File: config.mk
export PLATFORM = sky130hd
export DESIGN_NAME = image_signature_detector
export DESIGN_NICKNAME = d
export VERILOG_FILES = /design/src/design/isd_pkg.sv /design/src/design/isd_match.sv /design/src/design/isd_classify.sv /design/src/design/image_signature_detector.sv
export SDC_FILE = /design/constraint.sdc
export NUM_CORES = 1
export LEC_CHECK = 0
export BUFFER_PORTS_ARGS = -buffer_cell sky130_fd_sc_hd__buf_2
export CORE_MARGIN = 2
export CORE_UTILIZATION = 43
export CTS_CLUSTER_DIAMETER = 150
export DETAILED_ROUTE_END_ITERATION = 6
export GPL_TIMING_DRIVEN = 0
export SLEW_MARGIN = 10
export SYNTH_ARGS = -nofsm -noshare
export SYNTH_HDL_FRONTEND = slang
export SYNTH_SLANG_ARGS = --single-unit
File: constraint.sdc
create_clock -name clk -period 3.31 [get_ports clk]
set_input_delay 0.1655 -clock clk [delete_from_list [all_inputs] [get_ports clk]]
set_output_delay 0.1655 -clock clk [all_outputs]
set_load 0.05 [all_outputs]
File: src/design/isd_pkg.sv
`timescale 1ns / 1ps
// ----------------------------------------------------------------------------
// isd_pkg
// Shared types, format codes and the signature table for the image
// signature detector.
// ----------------------------------------------------------------------------
package isd_pkg;

  localparam int SIG_COUNT = 10;
  localparam int SIG_SPAN  = 12;
  localparam int POS_W     = 4;
  localparam int CODE_W    = 4;

  typedef logic [SIG_COUNT-1:0] sig_mask_t;
  typedef logic [POS_W-1:0]     pos_t;
  typedef logic [CODE_W-1:0]    fmt_code_t;
  typedef logic [SIG_SPAN-1:0]  care_t;

  typedef struct packed {
    pos_t      pos;
    sig_mask_t match;
  } isd_state_t;

  localparam fmt_code_t FMT_UNKNOWN = 4'd0;
  localparam fmt_code_t FMT_JPEG    = 4'd1;
  localparam fmt_code_t FMT_PNG     = 4'd2;
  localparam fmt_code_t FMT_WEBP    = 4'd3;
  localparam fmt_code_t FMT_JP2     = 4'd4;
  localparam fmt_code_t FMT_J2K     = 4'd5;
  localparam fmt_code_t FMT_TIFF    = 4'd6;
  localparam fmt_code_t FMT_BMP     = 4'd7;
  localparam fmt_code_t FMT_GIF     = 4'd8;

  localparam pos_t POS_MAX = POS_W'(SIG_SPAN);

  localparam isd_state_t ISD_REARM = '{pos: '0, match: '1};

  // Candidates are listed in priority order, highest first.
  localparam logic [7:0] SIG_PAT [SIG_COUNT][SIG_SPAN] = '{
    '{8'hFF, 8'hD8, 8'hFF, 8'h00, 8'h00, 8'h00, 8'h00, 8'h00,
      8'h00, 8'h00, 8'h00, 8'h00},
    '{8'h89, 8'h50, 8'h4E, 8'h47, 8'h0D, 8'h0A, 8'h1A, 8'h0A,
      8'h00, 8'h00, 8'h00, 8'h00},
    '{8'h52, 8'h49, 8'h46, 8'h46, 8'h00, 8'h00, 8'h00, 8'h00,
      8'h57, 8'h45, 8'h42, 8'h50},
    '{8'h00, 8'h00, 8'h00, 8'h00, 8'h6A, 8'h50, 8'h20, 8'h20,
      8'h0D, 8'h0A, 8'h87, 8'h0A},
    '{8'hFF, 8'h4F, 8'hFF, 8'h51, 8'h00, 8'h00, 8'h00, 8'h00,
      8'h00, 8'h00, 8'h00, 8'h00},
    '{8'h49, 8'h49, 8'h2A, 8'h00, 8'h00, 8'h00, 8'h00, 8'h00,
      8'h00, 8'h00, 8'h00, 8'h00},
    '{8'h4D, 8'h4D, 8'h00, 8'h2A, 8'h00, 8'h00, 8'h00, 8'h00,
      8'h00, 8'h00, 8'h00, 8'h00},
    '{8'h42, 8'h4D, 8'h00, 8'h00, 8'h00, 8'h00, 8'h00, 8'h00,
      8'h00, 8'h00, 8'h00, 8'h00},
    '{8'h47, 8'h49, 8'h46, 8'h38, 8'h37, 8'h61, 8'h00, 8'h00,
      8'h00, 8'h00, 8'h00, 8'h00},
    '{8'h47, 8'h49, 8'h46, 8'h38, 8'h39, 8'h61, 8'h00, 8'h00,
      8'h00, 8'h00, 8'h00, 8'h00}
  };

  localparam care_t SIG_CARE [SIG_COUNT] = '{
    12'h007, 12'h0FF, 12'hF0F, 12'hFF0, 12'h00F,
    12'h00F, 12'h00F, 12'h003, 12'h03F, 12'h03F
  };

  localparam pos_t SIG_LEN [SIG_COUNT] = '{
    4'd3, 4'd8, 4'd12, 4'd12, 4'd4, 4'd4, 4'd4, 4'd2, 4'd6, 4'd6
  };

  localparam fmt_code_t SIG_CODE [SIG_COUNT] = '{
    FMT_JPEG, FMT_PNG, FMT_WEBP, FMT_JP2, FMT_J2K,
    FMT_TIFF, FMT_TIFF, FMT_BMP, FMT_GIF, FMT_GIF
  };

endpackage

File: src/design/isd_match.sv
`timescale 1ns / 1ps
// ----------------------------------------------------------------------------
// isd_match
// Compares one file byte against every candidate signature at the current
// position and advances the saturating byte position.
// ----------------------------------------------------------------------------
module isd_match (
  input  isd_pkg::isd_state_t state_i,
  input  logic [7:0]          data_byte,
  input  logic                byte_present,
  output isd_pkg::isd_state_t state_o
);
  import isd_pkg::*;

  always_comb begin
    state_o = state_i;
    if (byte_present && (state_i.pos < POS_MAX)) begin
      for (int i = 0; i < SIG_COUNT; i++) begin
        if (SIG_CARE[i][state_i.pos] && (SIG_PAT[i][state_i.pos] != data_byte)) begin
          state_o.match[i] = 1'b0;
        end
      end
      state_o.pos = state_i.pos + pos_t'(1);
    end
  end

endmodule

File: src/design/isd_classify.sv
`timescale 1ns / 1ps
// ----------------------------------------------------------------------------
// isd_classify
// Picks the highest-priority candidate that still matches and whose length
// fits within the bytes seen.
// ----------------------------------------------------------------------------
module isd_classify (
  input  isd_pkg::isd_state_t state_i,
  output isd_pkg::fmt_code_t  format_code
);
  import isd_pkg::*;

  always_comb begin
    format_code = FMT_UNKNOWN;
    for (int i = SIG_COUNT - 1; i >= 0; i--) begin
      if (state_i.match[i] && (state_i.pos >= SIG_LEN[i])) begin
        format_code = SIG_CODE[i];
      end
    end
  end

endmodule

File: src/design/image_signature_detector.sv
`timescale 1ns / 1ps
// ----------------------------------------------------------------------------
// image_signature_detector
// Classifies an image container from the leading bytes of a file.
// ----------------------------------------------------------------------------
// The format code is registered and valid in the cycle after the last item is accepted.
// Throughput: one item per cycle while no result waits, set by the single match and classify stage.
// A result that waits holds off requests; one is taken in the cycle it leaves.
// Reset clears the byte position, sets all match bits and drops out_valid.
// ----------------------------------------------------------------------------
module image_signature_detector (
  input  logic                clk,
  input  logic                rst_n,
  input  logic                in_valid,
  output logic                in_ready,
  input  logic [7:0]          in_data_byte,
  input  logic                in_byte_present,
  input  logic                in_is_last,
  output logic                out_valid,
  input  logic                out_ready,
  output isd_pkg::fmt_code_t  out_format_code
);
  import isd_pkg::*;

  isd_state_t state_r, state_nxt, state_taken;
  fmt_code_t  code_r, code_nxt, code_comb;
  logic       out_valid_r, out_valid_nxt;
  logic       in_fire;

  assign in_ready        = !out_valid_r || out_ready;
  assign in_fire         = in_valid && in_ready;
  assign out_valid       = out_valid_r;
  assign out_format_code = code_r;

  isd_match u_match (
    .state_i      (state_r),
    .data_byte    (in_data_byte),
    .byte_present (in_byte_present),
    .state_o      (state_taken)
  );

  isd_classify u_classify (
    .state_i     (state_taken),
    .format_code (code_comb)
  );

  always_comb begin
    state_nxt     = state_r;
    code_nxt      = code_r;
    out_valid_nxt = out_valid_r && !out_ready;
    if (in_fire) begin
      if (in_is_last) begin
        state_nxt     = ISD_REARM;
        code_nxt      = code_comb;
        out_valid_nxt = 1'b1;
      end else begin
        state_nxt = state_taken;
      end
    end
  end

  always_ff @(posedge clk) begin
    if (!rst_n) begin
      state_r     <= ISD_REARM;
      out_valid_r <= 1'b0;
    end else begin
      state_r     <= state_nxt;
      out_valid_r <= out_valid_nxt;
    end
  end

  always_ff @(posedge clk) begin
    code_r <= code_nxt;
  end

  a_pos_range: assert property (@(posedge clk) disable iff (!rst_n)
    state_r.pos <= POS_MAX)
    else $error("byte position beyond signature span");

  a_rearm: assert property (@(posedge clk) disable iff (!rst_n)
    in_fire && in_is_last |=> (state_r == ISD_REARM) && out_valid_r)
    else $error("detector did not rearm or present a result after end of file");

  a_no_overrun: assert property (@(posedge clk) disable iff (!rst_n)
    out_valid_r && !out_ready |-> !in_ready)
    else $error("request accepted while a result is held");

  a_pos_step: assert property (@(posedge clk) disable iff (!rst_n)
    in_fire && !in_is_last && in_byte_present && (state_r.pos < POS_MAX)
    |=> state_r.pos == $past(state_r.pos) + pos_t'(1))
    else $error("byte position did not advance");

  a_code_range: assert property (@(posedge clk) disable iff (!rst_n)
    out_valid_r |-> code_r <= FMT_GIF)
    else $error("format code out of range");

endmodule
* After elaboration in Yosys (flattened, before gate mapping)
Memory sizes are Yosys's and may differ from the RTL's. A register that Yosys moved wholly into a read port is not among the register bits.
Index checks and enable logic that the tools add are counted.
** Operators by class
- $add $sub $neg :: 1
- Order comparisons :: 9
- Equal/unequal tests :: 10
- Muxes and demuxes :: 64
- Bitwise logic cells :: 1
- Reduce and logical (&&, ||, !) cells :: 29
** Operators by type and width (count)
- $mux W8 :: 20
- $ne A8 B8 Y1 :: 10
- $mux W4 :: 16
- $mux W14 :: 2
- $logic_and A1 B1 Y1 :: 23
- $mux W1 :: 19
- $mux W3 :: 5
- $ge A4 B2 Y1 const B :: 2
- $ge A4 B3 Y1 const B :: 2
- $ge A4 B4 Y1 const B :: 2
- $reduce_or A8 Y1 :: 1
- $ge A5 B5 Y1 const B :: 1
- $lt A4 B5 Y1 const B :: 1
- $not A4 Y5 :: 1
- $add A4 B1 Y4 const B :: 1
- $lt A4 B4 Y1 const B :: 1
- $mux W2 :: 2
- $reduce_or A3 Y1 :: 1
- $logic_not A1 Y1 :: 2
- $reduce_and A2 Y1 :: 1
- $logic_or A1 B1 Y1 :: 1
** Storage, ports and cells
- Flip-flop bits (word level) :: 19
- ROM bits :: 1392
- Input bits :: 14
- Output and inout bits :: 6
- Word-level logic and storage cells :: 137
- Memories kept :: 17
** Memories
- (no name shown) :: depth 16, width 8, read ports 1, clocked after Yosys merged registers in 0, write ports 0, line isd_match.sv:19 : if (SIG_CARE[i][state_i.pos] && (SIG_PAT[i][state_i.pos] != data_byte)) begin
- (no name shown) :: depth 16, width 8, read ports 1, clocked after Yosys merged registers in 0, write ports 0, line isd_match.sv:19
- (no name shown) :: depth 16, width 8, read ports 1, clocked after Yosys merged registers in 0, write ports 0, line isd_match.sv:19
- (no name shown) :: depth 16, width 8, read ports 1, clocked after Yosys merged registers in 0, write ports 0, line isd_match.sv:19
- (no name shown) :: depth 16, width 8, read ports 1, clocked after Yosys merged registers in 0, write ports 0, line isd_match.sv:19
- (no name shown) :: depth 16, width 8, read ports 1, clocked after Yosys merged registers in 0, write ports 0, line isd_match.sv:19
- 11 more memories

* Longest topological paths before layout
Gate-level depths: netlist of the first run.
- Word-level depth :: 19
- Depth in mapped cells :: 11
- Depth with buffers taken out :: 9

* By module
Synthesis of the first run repeated with hierarchy kept, for this count alone.
** Unflattened totals
- Cells, all modules :: 328
- Area total of the unflattened synthesis :: 2331.0 µm²
** Modules (own cells, without submodules)
- isd_match :: times used 1, cells each 218, area an instance 1366.3 µm², sequential area each 0.0 µm²
- image_signature_detector :: times used 1, cells each 84, area an instance 792.0 µm², sequential area each 420.4 µm²
- isd_classify :: times used 1, cells each 26, area an instance 172.7 µm², sequential area each 0.0 µm²

* Worst setup path after synthesis of the first run
OpenSTA, ideal clock, no wires.
- Path type :: register to register
- Start point :: reg state_r[11] in the netlist's numbering
- End point :: reg code_r[0], in the netlist out_format_code[0] (data pin)
- Setup time :: 0.146 ns
- Arrival :: 2.754 ns
- Data required time :: 3.164 ns
- Setup slack :: 0.410 ns
- Stages on the path, launching flop included :: 11
- Path buffers :: 1
- Clock period less this slack :: 2.900 ns
- Cell sequence :: dfxtp_1 clkbuf_1 inv_1 ha_1 nor3b_4 or4_4 a2111oi_4 o221ai_2 a311o_1 o2bb2ai_1 a21oi_1
** Between the ends
- Word-level cells in the longest chain between the ends :: 17
- Elaborated cells between the ends (all ways) :: 82
** Ends and longest elaborated chain
- start, declared :: line image_signature_detector.sv:25 : isd_state_t state_r, state_nxt, state_taken;
- start signal, assigned :: line image_signature_detector.sv:67 : state_r <= state_nxt;
- $not A4 Y5 (not written as such) :: line isd_match.sv:19
- $mem_v2 Z16 W8
- $mux W8 (not written as such) (2 in series) :: line isd_match.sv:19
- $ne A8 B8 Y1 :: line isd_match.sv:19
- $logic_and A1 B1 Y1 :: line isd_match.sv:19
- $mux W1 :: line isd_match.sv:19
- $mux W14 (*) :: line isd_match.sv:17 : if (byte_present && (state_i.pos < POS_MAX)) begin
- $logic_and A1 B1 Y1 :: line isd_classify.sv:16 : if (state_i.match[i] && (state_i.pos >= SIG_LEN[i])) begin
- $mux W4 :: line isd_classify.sv:16
- $mux W3 (5 in series) :: line isd_classify.sv:16
- $mux W2 (2 in series) :: line isd_classify.sv:16
- end signal, assigned :: line image_signature_detector.sv:73 : code_r <= code_nxt;
- end, declared :: line image_signature_detector.sv:26 : fmt_code_t code_r, code_nxt, code_comb;
Every way passes the cells marked *; elsewhere a longest branch is shown, timed or not. The select of a mux whose other input is x is not followed.
A chain may end at the register's enable or synchronous reset.

* Worst setup path in the final report of the first run
Ends and elaborated chain as after synthesis.

==> impl_results.md, run 1 <==
- Switching share of power: a little under 30%
- Synth Cell Area: 2440 um2
- Status: completed
- Mapped Cells: approximately 310
- Slowest-stage cell, CP: dfxtp_2
- Number of max-cap violations: 0
- Synth area leader: dfxtp_1
- Utilization after layout: 48.9%
- Seq/Total Area, Yosys: a little under a quarter
- Clock Skews: 0.00278 ns
- Synth unique cells: 72
- # DRC: 0
- RSZ-0062 raised after global routing: no
- Hold Slack: around 0.15 ns
- Synth top area cells: dfxtp_1 (18%), nand2_1 (5.4%), xnor2_1 (5.4%)
- Clk_lat worst skew: roughly 0.28 ns
- Vias in the first global route: approximately 2200
- Global route total overflow: 0
- Post-Route Setup TNS: 0 ns
- Bufs and invs on worst path: 2
- Final net count: 359
- Ys flop type: dfxtp_1
- # rows: 27
- Die Y: about 80 um
- CTS tree: done
- Pwr dens: ~270 nW/um2
- Hold Vio Cnt, Final: 0
- Drt via density: ~6
- Post-CTS setup buffer count: 0
- Asr flop ratio synth: 0%
- CTS Sinks: 26
- GRT Util Overall: a little under a quarter
- Period utilisation layout: a little over nine tenths
- Number of synthesized flops with an enable pin: 4
- TritonCTS Buffers: 3
- Starting DRT DRC Count: around 240
- Int Pwr: roughly 520 uW
- Chip Width: between 70 and 80 um
- Mean Syn Cell Area: 7.80 um2
- Area Growth Syn to Fin: 10.3%
- Ant. Diodes: 0
- Most numerous cell in the Yosys netlist: nand2_1
- Routed Antenna Nets: 0
- Share of cells above drive strength 1: 16.8%
- Max Buffers Root-to-Sink: 2
- First-pass GRT wire length: approximately 12000 um
- Max Clk Rate: ~0.32 GHz
- Initial antenna violation count: 0
- Leak: about 1.0 nW
- Switching pwr: about 210 uW
- Io pins: 20
- Slew Limit Fails: 0
- Seq cells post-synth: 26
- Family with the most delay on the worst path: compound AO/OA/AOI/OAI gates
- Top-area cell type share of the netlist area: 18.0%
- Crit path max fanout: 10
- Max-slew headroom: 57.4%
- Final setup violation count: 0
- H-Tree Depth: 1
- Yosys warns: 0
- Root buffer cell: clkbuf_8
- Largest net degree at the start of global routing: 16
- Syn Nets: roughly 340
- Via count: 2483
- Most frequent cells after synthesis: nand2_1 (35), dfxtp_1 (22), a21oi_1 (17)
- DRT Pass-1 Iters: 5
- Initial Utilization: 44.4%
- Maximum VDD drop: slightly below 0.2 mV
- CP required: 3.44 ns
- Clock-pin slew on the worst setup and hold paths: roughly 0.090 ns
- Gp weighted congestion: ~0.9
- CP peak stage delay: roughly 0.46 ns
- Total wire length: around 7000 um
- Crit end category: flop
- Wire per inst: approximately 18 um
- Final critical-path required period: between 3 and 4 ns
- DIE AREA: between 6000 and 7000 um2
- Crit path cell chain: clkbuf_4, inv_1, ha_1, nor3b_4, or4_4, a2111oi_4, o221ai_2, a311o_1, o2bb2ai_1, a21oi_1
- Pwr Total: roughly 740 uW
- Port Buffers: 18
- Critical path class: flop to flop
- Worst-Margin Slew: between 0.6 and 0.7 ns
- Power share of the combinational group: 22.2%
- Startpoint type of the worst setup path: flop
- Clk pwr share: about 32%
- Sequential power share: roughly 46%
- DP HPWL: approximately 5400 um
- Critical path arrival: approximately 3.3 ns
- Hold Crit Class: input port to flop
- Core Area: 5510 um2
==> power groups by stage <==
stage	logic, mW	registers [mW]	clock network (mW)
after floorplan	0.108	0.351	0
after global placement	0.159	0.344	0
after CTS	0.160	0.337	0.242
after detailed placement	0.159	0.344	0
after global routing	0.177	0.338	0.255
final	0.163	0.337	0.236
==> final timing paths <==
| check | from | end | slack, ns | cells past startpoint |
|---|---|---|---|---|
| max | state_r[11] | out_format_code[0] | 0.15 | 10 |
| min | rst_n | state_r[10] | 0.15 | 2 |
| max reg2reg | state_r[11] | out_format_code[0] | 0.15 | 10 |
| min reg2reg | state_r[3] | state_r[3] | 0.46 | 2 |
==> worst reg2reg max path, cell delays in order (launching register included) <==
cell       delay (ns)
dfxtp_2          0.46
clkbuf_4         0.26
inv_1            0.16
ha_1             0.31
nor3b_4          0.20
or4_4            0.43
a2111oi_4        0.46
o221ai_2         0.15
a311o_1          0.29
o2bb2ai_1        0.14
a21oi_1          0.15
==> what timing repair did <==
item	4_1_cts	5_1_grt
gates resized for setup	3	4
pin swaps	0	1
endpoints found under the hold margin	0	0
hold buffers	0	0
endpoints found under the setup margin	4	3
==> per-stage QoR <==
stage / cells / area [um2] / setup slack [ns]
3_5_place_dp: 403 / 2620 / -0.236
4_1_cts: 406 / 2690 / 0.0772
3_3_place_gp: 403 / 2620 / -0.237
5_1_grt: 406 / 2700 / 0.00450
6_report: 406 / 2700 / 0.151
2_1_floorplan: 313 / 2440 / 0.410
==> cells in the final DEF (no fill, tap or decap), types with 5 or more instances in the layout <==
master	synthesis	final
nand2_1	35	35
buf_2	10	28
dfxtp_1	22	20
a21oi_1	17	17
nor2_1	16	16
o21ai_0	16	16
xnor2_1	15	15
inv_1	11	11
nand4_1	9	9
ha_1	10	9
nor3_1	8	8
a21boi_0	8	8
nand2b_1	7	7
xor2_1	7	7
nand3_1	7	7
a31oi_1	6	6
clkbuf_1	8	5
o22ai_1	5	5
o31ai_1	5	5
o21ai_1	5	5
==> layout make-up <==
type / count / area (um2)
flip-flops and latches: 26 / 563
plain buffers: 22 / 126
inverters: 14 / 62.6
clock buffers: 4 / 66.3
repair buffers: 18 / 90.1
well taps: 72 / 90.1
fillers: 561 / 2810
multi-input cells: 250 / 1700
==> cell families (layout without fill, tap and decap cells) <==
logic type | Yosys count | in the layout | share of synthesized area (%)
buffers and inverters | 37 | 58 | 7.68
XOR/XNOR | 22 | 22 | 7.89
AO/OA/AOI/OAI | 96 | 96 | 28.2
flip-flops | 26 | 26 | 23.0
multiplexers | 5 | 5 | 2.10
adder cells (fa/ha/maj) | 10 | 10 | 5.12
AND/OR/NAND/NOR | 117 | 117 | 26.1
==> metal layers <==
metal  global-route usage [%]  up-vias  share of wire, %
met5                        0        -                 0
met4                     3.97        0              0.80
met3                     3.41       11               7.3
met2                     36.9      109                45
met1                     34.8     1178                47
li1                         -     1185                 -
No activity file was read; power rests on OpenSTA's default activity.
==> run 2: changes to the inputs <==
--- a/config.mk
+++ b/config.mk
@@ -6,11 +6,13 @@
 export NUM_CORES = 1
 export LEC_CHECK = 0
 export BUFFER_PORTS_ARGS = -buffer_cell sky130_fd_sc_hd__buf_2
+export CORE_ASPECT_RATIO = 1.4
 export CORE_MARGIN = 2
 export CORE_UTILIZATION = 43
 export CTS_CLUSTER_DIAMETER = 150
 export DETAILED_ROUTE_END_ITERATION = 6
 export GPL_TIMING_DRIVEN = 0
+export RECOVER_POWER = 100
 export SLEW_MARGIN = 10
 export SYNTH_ARGS = -nofsm -noshare
 export SYNTH_HDL_FRONTEND = slang
==> run 2 against run 1 <==
Compared with the run above: core utilization shrank 0.20 points; first-iteration DRC count shrank 11%; global-route usage grew 1.9 points; clock skew grew 0.0024 ns; flip-flop and latch count is the same; worst setup slack gained 0.0053 ns; die area grew 0.13%; sequential power is essentially flat; sequential share of layout area grew 0.26 points; clock power shrank 15%; cell area shrank 0.79%; critical endpoint unchanged.
==> impl_results.md, run 2 (synthesis gave the netlist of run 1 again) <==
- Status: completed (unchanged)
- Share of cells above drive strength 1: 14.1% (was 16.8%)
- # rows: 32 (was 27)
- Clock Skews: 0.00522 ns (was 0.00278 ns)
- Slew Limit Fails: 0 (unchanged)
- Final critical-path required period: 3.15 ns (was 3.16 ns)
- Io pins: 20 (unchanged)
- Post-CTS setup buffer count: 0 (unchanged)
- Met3 Wirelength: 315 um (was 521 um)
- WL met2: 3690 um (was 3230 um)
- DRT Pass-1 Iters: 4 (was 5)
- Final setup violation count: 0 (unchanged)
- Pwr dens: 262 nW/um2 (was 273 nW/um2)
- Commonest non-fill, non-tap cell in the layout: nand2_1 (unchanged)
- Drt via density: 5.92 (was 6.12)
- Initial Utilization: 44.5% (was 44.4%)
- Chip Width: 67.7 um (was 79.4 um)
- Critical path arrival: 3.28 ns (was 3.29 ns)
- GRT Util Overall: 25.5% (was 23.6%)
- Number of max-cap violations: 0 (unchanged)
- CP required: 3.44 ns (about the same)
- Commonest non-fill, non-tap cells in the layout: nand2_1 (35), dfxtp_1 (20), buf_2 (19) (was nand2_1 (35), buf_2 (28), dfxtp_1 (20))
- Max-slew headroom: 50.1% (was 57.4%)
- RSZ-0062 raised after global routing: no (unchanged)
- Largest net degree at the start of global routing: 15 (was 16)
- Max Clk Rate: 0.317 GHz (about the same)
- Place WS: -0.387 ns (was -0.236 ns)
- CP peak stage delay: 0.46 ns (about the same)
- Max Buffers Root-to-Sink: 2 (unchanged)
- Die Y: 93.2 um (was 79.4 um)
- Leak: 1.01 nW (was 1.05 nW)
- Initial antenna violation count: 0 (unchanged)
- Wire per inst: 18.3 um (was 17.6 um)
- Final Worst Setup Slack: 0.156 ns (was 0.151 ns)
- Root buffer cell: clkbuf_8 (unchanged)
- Total wire length: 7350 um (was 7140 um)
- Crit end category: flop (unchanged)
- Core Area: 5490 um2 (was 5510 um2)
- TritonCTS Buffers: 3 (unchanged)
- Port Buffers: 18 (unchanged)
- Clock-pin slew on the worst setup and hold paths: 0.09 ns (about the same)
- Startpoint type of the worst setup path: flop (unchanged)
- Worst-Margin Slew: 0.742 ns (was 0.635 ns)
- Via count: 2381 (was 2483)
- CTS tree: done (unchanged)
- Clk_lat worst skew: 0.27 ns (was 0.28 ns)
- Hold Slack: 0.140 ns (was 0.146 ns)
- First-pass GRT wire length: 12000 um (was 11600 um)
- Ant. Diodes: 0 (unchanged)
- # DRC: 0 (unchanged)
- Uppermost layer routed: met4 (unchanged)
- Critical path class: flop to flop (unchanged)
- Hold Vio Cnt, Final: 0 (unchanged)
- Slowest-stage cell, CP: a2111oi_4 (was dfxtp_2)
- Area Growth Syn to Fin: 9.48% (was 10.3%)
- Crit path cell chain: clkbuf_4, inv_1, ha_1, nor3b_4, or4_4, a2111oi_4, o221ai_2, a311o_1, o2bb2ai_1, a21oi_1 (unchanged)
- Maximum VDD drop: 0.291 mV (was 0.197 mV)
- CTS Sinks: 26 (unchanged)
- Hold Crit Class: input port to flop (unchanged)
- Final net count: 359 (unchanged)
- Period utilisation layout: 95.3% (was 95.4%)
- H-Tree Depth: 1 (unchanged)
- Met1 WL: 3100 um (was 3330 um)
- Bufs and invs on worst path: 2 (unchanged)
- Family with the most delay on the worst path: compound AO/OA/AOI/OAI gates (unchanged)
- Routed Antenna Nets: 0 (unchanged)
- Gp weighted congestion: 0.890 (was 0.912)
- Global route total overflow: 0 (unchanged)
- DIE AREA: 6310 um2 (was 6300 um2)
- Vias in the first global route: 2333 (was 2232)
- Starting DRT DRC Count: 210 (was 236)
- DP HPWL: 5730 um (was 5350 um)
- Post-Route Setup TNS: 0 ns (unchanged)
- Crit path max fanout: 10 (unchanged)
-- run 2: repair_timing --
| action | 4_1_cts | 5_1_grt |
|---|---|---|
| gates resized for setup | 3 | 6 |
| pin swaps | 1 | 1 |
| endpoints found under the hold margin | 0 | 0 |
| hold buffers | 0 | 0 |
| setup endpoints to repair | 4 | 4 |
-- run 2: metrics by stage --
step / power [mW] / cell area, um2 / std cells / util [%]
final: 0.701 / 2670 / 402 / 48.7
after global routing: 0.732 / 2670 / 402 / 48.7
after CTS: 0.702 / 2670 / 402 / 48.7
after detailed placement: 0.506 / 2620 / 399 / 47.7
after global placement: 0.505 / 2620 / 399 / 47.7
after floorplan: 0.459 / 2440 / 313 / -
-- run 2: metal layers --
layer / up-vias / GRT usage (%)
met2: 66 / 43.1
met4: 0 / 11.2
met3: 17 / 2.05
met1: 1110 / 32.2
li1: 1188 / -
met5: - / 0
-- run 2: cell type report --
class	instances	area (um2)
Buffer	22	123
Clock buffer	4	55.1
Fill cell	586	2810
Inverter	14	62.6
Multi-Input combinational cell	250	1700
Sequential cell	26	566
Tap cell	68	85.1
Timing Repair Buffer	18	82.6
-- run 2: final timing paths --
| path | from | endpoint | slack (ns) | cells after the start |
|---|---|---|---|---|
| worst max-delay path | state_r[11] | out_format_code[0] | 0.16 | 10 |
| worst min-delay path | rst_n | state_r[10] | 0.14 | 2 |
| worst max register to register | state_r[11] | out_format_code[0] | 0.16 | 10 |
| worst min register to register | state_r[3] | state_r[3] | 0.46 | 2 |
-- run 2: power breakdown --
| part | internal (mW) | total, mW | switching [mW] |
|---|---|---|---|
| combinational | 0.0586 | 0.164 | 0.105 |
| sequential | 0.330 | 0.336 | 0.00612 |
| clock | 0.106 | 0.201 | 0.0950 |
| total | 0.495 | 0.701 | 0.207 |
-- run 2: worst register-to-register path, cell delays in order, from the launching register on --
cell,delay (ns)
dfxtp_4,0.43
clkbuf_4,0.24
inv_1,0.14
ha_1,0.31
nor3b_4,0.21
or4_4,0.43
a2111oi_4,0.46
o221ai_2,0.15
a311o_1,0.32
o2bb2ai_1,0.16
a21oi_1,0.16
